`config.mk`:
```
export PLATFORM = sky130hd
export DESIGN_NAME = exp_golomb_bit_reader
export DESIGN_NICKNAME = d
export VERILOG_FILES = /design/src/rtl/core/egbr_pkg.sv /design/src/rtl/core/egbr_step.sv /design/src/rtl/core/exp_golomb_bit_reader.sv
export VERILOG_INCLUDE_DIRS = /design/src /design/src/rtl/core
export SDC_FILE = /design/constraint.sdc
export NUM_CORES = 1
export LEC_CHECK = 0
export BUFFER_PORTS_ARGS = -buffer_cell sky130_fd_sc_hd__buf_2
export CAP_MARGIN = 30
export CORE_UTILIZATION = 35
export DETAILED_ROUTE_END_ITERATION = 6
export GPL_TIMING_DRIVEN = 0
export PLACE_DENSITY = 0.55
export REMOVE_ABC_BUFFERS = 1
export SETUP_SLACK_MARGIN = 0.2
export SYNTH_ARGS = -nofsm -noshare
export SYNTH_HDL_FRONTEND = slang
export SYNTH_SLANG_ARGS = --single-unit
```
`constraint.sdc`:
```
create_clock -name clk -period 9.3 [get_ports clk]
set_input_delay 2.325 -clock clk [delete_from_list [all_inputs] [get_ports clk]]
set_output_delay 2.325 -clock clk [all_outputs]
set_load 0.05 [all_outputs]
```
`src/rtl/core/exp_golomb_bit_reader_macros.svh`:
```
// Assertion macros shared by the bit reader RTL.
// Relies on clk and rst_n being in scope where a macro is used.
`ifndef EXP_GOLOMB_BIT_READER_MACROS_SVH
`define EXP_GOLOMB_BIT_READER_MACROS_SVH

// Same-cycle implication, checked on every rising edge out of reset.
`define EGBR_ASSERT_NOW(label, ante, cons, msg) \
  label: assert property (@(posedge clk) disable iff (!rst_n) (ante) |-> (cons)) \
    else $error(msg);

// Next-cycle implication, checked on every rising edge out of reset.
`define EGBR_ASSERT_NEXT(label, ante, cons, msg) \
  label: assert property (@(posedge clk) disable iff (!rst_n) (ante) |=> (cons)) \
    else $error(msg);

`endif

```
`src/rtl/core/egbr_pkg.sv`:
```
// Shared types and constants of the Exp-Golomb bit reader.
// No dependencies; used by egbr_step and exp_golomb_bit_reader.
`timescale 1ns / 1ps

package egbr_pkg;

  localparam int FUNC_W  = 2;
  localparam int BYTE_W  = 8;
  localparam int CNT_W   = 6;
  localparam int VALUE_W = 32;
  localparam int SVAL_W  = 16;
  localparam int STAT_W  = 2;

  // Longest ue prefix accepted, and the widths that follow from it.
  localparam int MAX_PREFIX = 15;
  localparam int LZ_W       = 5;
  localparam int CODE_W     = 2 * MAX_PREFIX + 1;
  localparam int PEEK_W     = MAX_PREFIX + 1;

  localparam logic [FUNC_W-1:0] FUNC_PUSH = 2'd0;
  localparam logic [FUNC_W-1:0] FUNC_FIXED = 2'd1;
  localparam logic [FUNC_W-1:0] FUNC_UE   = 2'd2;
  localparam logic [FUNC_W-1:0] FUNC_SE   = 2'd3;

  localparam logic [STAT_W-1:0] STAT_OK       = 2'd0;
  localparam logic [STAT_W-1:0] STAT_END      = 2'd1;
  localparam logic [STAT_W-1:0] STAT_TOO_LONG = 2'd2;
  localparam logic [STAT_W-1:0] STAT_DROPPED  = 2'd3;

  localparam logic [CNT_W-1:0] MAX_FIXED = 6'd32;

  typedef struct packed {
    logic [FUNC_W-1:0] func;
    logic [BYTE_W-1:0] byte_in;
    logic [CNT_W-1:0]  bit_count;
  } egbr_item_t;

  typedef struct packed {
    logic [VALUE_W-1:0]       value;
    logic signed [SVAL_W-1:0] signed_value;
    logic [STAT_W-1:0]        status;
  } egbr_result_t;

endpackage

```
`src/rtl/core/egbr_step.sv`:
```
// Combinational step logic: push, fixed read, ue and se decode on the buffer.
// Depends on egbr_pkg.
`timescale 1ns / 1ps

module egbr_step #(
  parameter int BUFFER_BITS = 64
) (
  input  egbr_pkg::egbr_item_t            item,
  input  logic [BUFFER_BITS-1:0]          buf_cur,
  input  logic [$clog2(BUFFER_BITS+1)-1:0] fill_cur,
  output logic [BUFFER_BITS-1:0]          buf_nxt,
  output logic [$clog2(BUFFER_BITS+1)-1:0] fill_nxt,
  output egbr_pkg::egbr_result_t          result
);

  localparam int VW = $clog2(BUFFER_BITS + 1);

  logic [egbr_pkg::CNT_W-1:0]     cnt_sat;
  logic [egbr_pkg::VALUE_W-1:0]   top32;
  logic [egbr_pkg::VALUE_W-1:0]   fixed_val;
  logic [egbr_pkg::PEEK_W-1:0]    top16;
  logic [egbr_pkg::CODE_W-1:0]    top31;
  logic [egbr_pkg::LZ_W-1:0]      lz;
  logic [egbr_pkg::LZ_W-1:0]      zc;
  logic [egbr_pkg::LZ_W-1:0]      ue_len;
  logic [egbr_pkg::CODE_W-1:0]    code;
  logic [egbr_pkg::CODE_W-1:0]    k;
  logic [egbr_pkg::SVAL_W-1:0]    k16;
  logic [egbr_pkg::SVAL_W-1:0]    se_val;
  logic [VW:0]                    push_end;
  logic [BUFFER_BITS-1:0]         push_bits;

  assign top32 = buf_cur[BUFFER_BITS-1 -: egbr_pkg::VALUE_W];
  assign top16 = buf_cur[BUFFER_BITS-1 -: egbr_pkg::PEEK_W];
  assign top31 = buf_cur[BUFFER_BITS-1 -: egbr_pkg::CODE_W];

  assign cnt_sat   = (item.bit_count > egbr_pkg::MAX_FIXED) ? egbr_pkg::MAX_FIXED
                                                            : item.bit_count;
  assign fixed_val = top32 >> (egbr_pkg::MAX_FIXED - cnt_sat);

  assign push_end  = (VW+1)'(fill_cur) + (VW+1)'(egbr_pkg::BYTE_W);
  assign push_bits = {item.byte_in, {(BUFFER_BITS-egbr_pkg::BYTE_W){1'b0}}} >> fill_cur;

  // Leading zeros of the front 16 bits; the highest set bit wins.
  always_comb begin
    lz = egbr_pkg::LZ_W'(egbr_pkg::PEEK_W);
    for (int i = 0; i < egbr_pkg::PEEK_W; i++) begin
      if (top16[i]) begin
        lz = egbr_pkg::LZ_W'(egbr_pkg::PEEK_W - 1 - i);
      end
    end
  end

  // Prefix cannot run past the valid bits.
  assign zc     = (VW'(lz) > fill_cur) ? egbr_pkg::LZ_W'(fill_cur) : lz;
  assign ue_len = {zc[egbr_pkg::LZ_W-2:0], 1'b1};
  // Code word with its leading one sits at the bottom of the shifted peek.
  assign code   = top31 >> (egbr_pkg::LZ_W'(egbr_pkg::CODE_W - 1) -
                            {zc[egbr_pkg::LZ_W-2:0], 1'b0});
  assign k      = code - egbr_pkg::CODE_W'(1);
  assign k16    = k[egbr_pkg::SVAL_W-1:0];
  assign se_val = k16[0] ? egbr_pkg::SVAL_W'((17'(k16) + 17'd1) >> 1)
                         : egbr_pkg::SVAL_W'(17'd0 - (17'(k16) >> 1));

  always_comb begin
    buf_nxt             = buf_cur;
    fill_nxt            = fill_cur;
    result.value        = '0;
    result.signed_value = '0;
    result.status       = egbr_pkg::STAT_OK;
    unique case (item.func)
      egbr_pkg::FUNC_PUSH: begin
        if (push_end > (VW+1)'(BUFFER_BITS)) begin
          result.status = egbr_pkg::STAT_DROPPED;
        end else begin
          buf_nxt  = buf_cur | push_bits;
          fill_nxt = push_end[VW-1:0];
        end
      end
      egbr_pkg::FUNC_FIXED: begin
        if (VW'(cnt_sat) > fill_cur) begin
          result.status = egbr_pkg::STAT_END;
          result.value  = '1;
        end else begin
          result.value = fixed_val;
          buf_nxt      = buf_cur << cnt_sat;
          fill_nxt     = fill_cur - VW'(cnt_sat);
        end
      end
      egbr_pkg::FUNC_UE, egbr_pkg::FUNC_SE: begin
        if (zc > egbr_pkg::LZ_W'(egbr_pkg::MAX_PREFIX)) begin
          result.status = egbr_pkg::STAT_TOO_LONG;
          result.value  = '1;
        end else if (VW'(ue_len) > fill_cur) begin
          result.status = egbr_pkg::STAT_END;
          result.value  = '1;
        end else begin
          result.value = egbr_pkg::VALUE_W'(k);
          if (item.func == egbr_pkg::FUNC_SE) begin
            result.signed_value = se_val;
          end
          buf_nxt  = buf_cur << ue_len;
          fill_nxt = fill_cur - VW'(ue_len);
        end
      end
      default: begin
        result.status = egbr_pkg::STAT_OK;
      end
    endcase
  end

endmodule

```
`src/rtl/core/exp_golomb_bit_reader.sv`:
```
// Top level of the MSB-first Exp-Golomb bit reader: handshakes and state.
// Depends on egbr_pkg, egbr_step and exp_golomb_bit_reader_macros.svh.
`timescale 1ns / 1ps

// Each input beat either pushes one stream byte into a left-aligned bit buffer
// of BUFFER_BITS bits or reads one field from its front: a fixed-length field
// of up to 32 bits (wider counts saturate to 32), an unsigned Exp-Golomb
// code, or a signed one. Every beat yields exactly one result beat, in order.
// A read that lacks bits reports end of data, returns all ones and consumes
// nothing, so it can be retried after more pushes; a ue/se prefix of 16 or
// more zeros reports code too long; a push into a buffer without room for
// eight more bits is dropped and flagged. The block takes one beat per clock
// while results are taken; each beat is held in the input register, from
// which the whole step (leading-zero count over 16 bits plus one barrel
// shift of the buffer) runs combinationally into the result register. A
// result that is not taken holds both registers, so at most two beats are
// in flight before in_ready drops.
// The next beat sees the buffer left by the previous one with no bubble.

`include "exp_golomb_bit_reader_macros.svh"

module exp_golomb_bit_reader #(
  parameter int BUFFER_BITS = 64
) (
  input  logic                               clk,
  input  logic                               rst_n,
  input  logic                               in_valid,
  output logic                               in_ready,
  input  logic [egbr_pkg::FUNC_W-1:0]        in_func,
  input  logic [egbr_pkg::BYTE_W-1:0]        in_byte_in,
  input  logic [egbr_pkg::CNT_W-1:0]         in_bit_count,
  output logic                               out_valid,
  input  logic                               out_ready,
  output logic [egbr_pkg::VALUE_W-1:0]       out_value,
  output logic signed [egbr_pkg::SVAL_W-1:0] out_signed_value,
  output logic [egbr_pkg::STAT_W-1:0]        out_status
);

  localparam int VW = $clog2(BUFFER_BITS + 1);

  logic                   in_vld_r;
  egbr_pkg::egbr_item_t   item_r;
  logic                   out_vld_r;
  egbr_pkg::egbr_result_t result_r;
  egbr_pkg::egbr_result_t result_nxt;
  logic [BUFFER_BITS-1:0] bit_buffer_r;
  logic [BUFFER_BITS-1:0] bit_buffer_nxt;
  logic [VW-1:0]          valid_bits_r;
  logic [VW-1:0]          valid_bits_nxt;
  logic                   fire;

  // Check-only views of the state and results.
  logic [BUFFER_BITS-1:0]    tail_bits;
  logic [VW+BUFFER_BITS-1:0] buf_state;
  logic                      out_err;
  logic                      step_err;

  // Advance the held beat whenever the result register is free or draining.
  assign fire     = in_vld_r && (!out_vld_r || out_ready);
  assign in_ready = !in_vld_r || fire;

  egbr_step #(
    .BUFFER_BITS(BUFFER_BITS)
  ) u_step (
    .item     (item_r),
    .buf_cur  (bit_buffer_r),
    .fill_cur (valid_bits_r),
    .buf_nxt  (bit_buffer_nxt),
    .fill_nxt (valid_bits_nxt),
    .result   (result_nxt)
  );

  // Input register: hold the beat until the step logic takes it.
  always_ff @(posedge clk) begin
    if (!rst_n) begin
      in_vld_r <= 1'b0;
    end else if (in_ready) begin
      in_vld_r <= in_valid;
    end
  end

  always_ff @(posedge clk) begin
    if (in_valid && in_ready) begin
      item_r.func      <= in_func;
      item_r.byte_in   <= in_byte_in;
      item_r.bit_count <= in_bit_count;
    end
  end

  // Buffer state: advance only when a beat is processed.
  always_ff @(posedge clk) begin
    if (!rst_n) begin
      bit_buffer_r <= '0;
      valid_bits_r <= '0;
    end else if (fire) begin
      bit_buffer_r <= bit_buffer_nxt;
      valid_bits_r <= valid_bits_nxt;
    end
  end

  // Result register: hold until the consumer takes the beat.
  always_ff @(posedge clk) begin
    if (!rst_n) begin
      out_vld_r <= 1'b0;
    end else if (fire) begin
      out_vld_r <= 1'b1;
    end else if (out_ready) begin
      out_vld_r <= 1'b0;
    end
  end

  always_ff @(posedge clk) begin
    if (fire) begin
      result_r <= result_nxt;
    end
  end

  assign out_valid        = out_vld_r;
  assign out_value        = result_r.value;
  assign out_signed_value = result_r.signed_value;
  assign out_status       = result_r.status;

  assign tail_bits = bit_buffer_r << valid_bits_r;
  assign buf_state = {valid_bits_r, bit_buffer_r};
  assign out_err   = out_vld_r && (out_status == egbr_pkg::STAT_END ||
                                   out_status == egbr_pkg::STAT_TOO_LONG);
  assign step_err  = fire && (result_nxt.status != egbr_pkg::STAT_OK);

  `EGBR_ASSERT_NOW(a_fill_bound, 1'b1, valid_bits_r <= VW'(BUFFER_BITS), "fill count overran")
  `EGBR_ASSERT_NOW(a_tail_clear, 1'b1, tail_bits == '0, "stale bits behind the fill point")
  `EGBR_ASSERT_NOW(a_err_ones, out_err, out_value == '1, "read error without all-ones value")
  `EGBR_ASSERT_NEXT(a_err_keeps, step_err, $stable(buf_state), "failed beat changed the buffer")

endmodule
```
==> impl_metrics.tcl <==
set metrics [dict create \
    ctsRootBufferMaster "clkbuf_16" \
    rows 76 \
    cp-start-kind "register" \
    setup.worst_path.start "bit_buffer_r[58]$_SDFFE_PN0P_" \
    end_kind "register" \
    reg2reg_depth 24 \
    use_met1_pct 33.4 \
    vias_per_cell 6.27 \
    grt_max_degree 91 \
    drcViolationCount 0 \
    grt_first_pass_wirelength_mm 89.5 \
    crit_fanout 28 \
    design.core.area_um2 43200 \
    cts_made_buffers 17 \
    cts_buffer_depth 2 \
    place_inst 2408 \
    synth-main-ff-cell "dfxtp_1" \
    finalWorstSetupSlack_ns 0.841 \
    path_clk_slew_ns 0.07 \
    endpoint "out_signed_value[13]$_SDFFCE_PP0P_" \
    max_freq_mhz 118 \
    syn_inst 1888 \
    gr-max-usage-layer "met2" \
    critical_path_required_ns 9.60 \
    fill_cells 4482 \
    nets 1886 \
    synth_top_family_by_area "compound AO/OA/AOI/OAI gates" \
    crit_arrival_ns 8.76 \
    via_count 15300 \
    synthMuxAreaShare_pct 23.5 \
    tns_ns 0 \
    finalHoldViolCount 0 \
    port-buffer-count 71 \
    synth_edf_count 66 \
    status "complete, no violations" \
    tightest_slew_ns 1.11 \
    antenna_cells 0 \
    boundaryPins 72 \
    drv_slew 0 \
    critical_path_class "register to register" \
    synth_compound_area_share_pct 27.0 \
    r2r_slack_ns 0.84 \
    die_h_um 212 \
    global_route.usage.total_pct 26.4 \
    hold_buffers 0 \
    cts_tree "done" \
    synth_area_um2 15400 \
    fin_crit_sh_pct 91.0 \
    antenna_left 0 \
    clock_latency_ns 0.48 \
    yosys.area_share.simple_pct 17.3 \
    dp_slack_ns 0.856 \
    dp.final_hpwl_mm 44.4 \
    post_cts_resized 0 \
    ys_seq_area_share_pct 22.4 \
    ys_ff_latch 139 \
    drt_pass1_iterations 5 \
    avgSynthCellArea_um2 8.15 \
    finalSetupViolations 0 \
    grt_remaining_overflow 0 \
    layout-drive-gt1-share_pct 13.1 \
    grt_pass1_vias 14500 \
    rr_startpoint "bit_buffer_r[58]$_SDFFE_PN0P_" \
    cts_setup_buffers 0 \
    wl_mm 59.1 \
    synth.distinct_cells 106 \
    min_period_ns 8.46 \
    h-tree-depth 4 \
    initial_core_util_pct 35.6 \
    fin_util_pct 39.2 \
    syn_to_final_growth_pct 9.99 \
    holdPathStages 2 \
    drt_iter0_markers 1562 \
    synth_warnings 0 \
    synthAdderAreaFrac_pct 1.89 \
    dieArea_um2 44800 \
    finalClockSkew_ns 0.0125 \
    max_slew_margin_pct 25.3 \
    grtUsageMet3_pct 4.20 \
    antenna_found_initial 0 \
    async_flop_share_pct 0 \
    clock_sinks 139 \
    grt_use_met2_pct 42.7 \
    cap_violations 0 \
    grt_setup_unrepaired "false" \
    stdcell_count 2442 \
    reg2reg_to "out_signed_value[13]$_SDFFCE_PP0P_" \
    wl_per_cell_um 24.2 \
    synth_xor_area_share_pct 2.55 \
    hp-class "register to register" \
    gp_congestion 0.946 \
    dieWidth_um 212 \
]
worst min path at each step:
stage	slack, ns	startpoint	to
final	0.48	bit_buffer_r[28]$_SDFFE_PN0P_	bit_buffer_r[28]$_SDFFE_PN0P_
after floorplan	0.44	bit_buffer_r[25]$_SDFFE_PN0P_	bit_buffer_r[25]$_SDFFE_PN0P_
after global routing	0.51	bit_buffer_r[28]$_SDFFE_PN0P_	bit_buffer_r[28]$_SDFFE_PN0P_
after global placement	0.46	bit_buffer_r[28]$_SDFFE_PN0P_	bit_buffer_r[28]$_SDFFE_PN0P_
after CTS	0.47	bit_buffer_r[28]$_SDFFE_PN0P_	bit_buffer_r[28]$_SDFFE_PN0P_
after detailed placement	0.46	bit_buffer_r[28]$_SDFFE_PN0P_	bit_buffer_r[28]$_SDFFE_PN0P_
cell type report:
type	count	area, um^2	area share, %
Clock inverter	13	111	0.658
Sequential cell	139	3440	20.4
Inverter	36	140	0.828
Multi-Input combinational cell	1550	11200	66.2
Tap cell	585	732	4.33
Timing Repair Buffer	100	832	4.92
Clock buffer	19	464	2.74
state kept, by name, indices dropped and copies added, names as in the netlist:
| register | cells |
|---|---|
| item_r | 16 |
| valid_bits_r | 7 |
| out_signed_value | 16 |
| out_value | 32 |
| in_vld_r | 1 |
| out_valid | 1 |
| bit_buffer_r | 64 |
| out_status | 2 |
cell usage in the layout (no fill, tap or decap), types with 12 or more instances in the layout:
cell type  instances
mux2i_1          323
nand2_1          197
a21oi_1          160
nor2_1           129
o21ai_0           99
buf_2             74
dfxtp_1           72
edfxtp_1          66
nand3_1           52
o211a_1           39
a211oi_1          38
o22ai_1           34
nor3_1            32
xnor2_1           30
inv_1             27
o211ai_1          26
o221ai_1          26
ha_1              20
nor2b_1           18
a21o_1            18
clkbuf_16         18
and2_1            15
a22oi_1           14
mux2_2            14
o221a_2           14
and3_1            13
o21a_1            12
kinds of logic (layout without fill, tap and decap cells):
| family | Yosys count | count (layout) |
|---|---|---|
| fa+ha+maj | 22 | 22 |
| simple gates | 547 | 547 |
| mux | 348 | 348 |
| compound gates | 590 | 590 |
| buf+inv | 199 | 168 |
| flops | 139 | 139 |
| xor+xnor | 43 | 43 |
worst max-delay path, stage by stage (launching register included):
cell and delay [ns]:
dfxtp_1 0.56, or4_4 0.65, or3_1 0.33, o21ai_2 0.17, ha_1 0.27, nor2b_1 0.15
o21ai_1 0.30, a21boi_4 0.15, o41ai_4 0.75, inv_4 0.41, mux2i_1 0.41, mux2i_1 0.13
a22oi_1 0.33, o21ai_4 0.20, inv_2 0.35, ha_1 0.32, o21ai_0 0.14, nor4_2 0.65
nor2b_1 0.24, xnor2_1 0.31, nand3_2 0.27, nor3_1 0.43, a41oi_1 0.20, or3_1 0.38
a21oi_1 0.16
cell usage after synthesis, drive strengths merged (14+ instances only):
cell	count	area (um^2)
nand3	53	270
a211oi	41	330
o21ai	113	588
nor4	16	153
xnor2	33	304
o22ai	35	225
a22oi	15	118
dfxtp	73	1460
nor2b	19	119
o221ai	27	243
o211a	39	390
mux2i	325	3270
nand2	200	756
inv	34	133
mux2	16	188
edfxtp	66	1980
clkbuf	116	437
and3	14	87.6
o221a	15	178
a21o	19	143
and2	17	109
a21oi	162	811
ha	20	250
nor3	36	200
o211ai	26	195
nor2	133	507
buf	47	249
per-stage QoR:
| step | instance area [um^2] | hold WS, ns |
|---|---|---|
| after floorplan | 14700 | 0.435 |
| after global placement | 15800 | 0.463 |
| after detailed placement | 16300 | 0.463 |
| after CTS | 16900 | 0.474 |
| after global routing | 16900 | 0.507 |
| final | 16900 | 0.475 |
layer usage:
layer | vias up | part of all wire (%)
li1 | 7081 | -
met5 | - | 0
met3 | 159 | 7.2
met1 | 7343 | 42
met4 | 0 | 5.3
met2 | 730 | 46
Power is not shown: default switching activity piles up to over one toggle a cycle in this logic, so the estimate is an artifact.
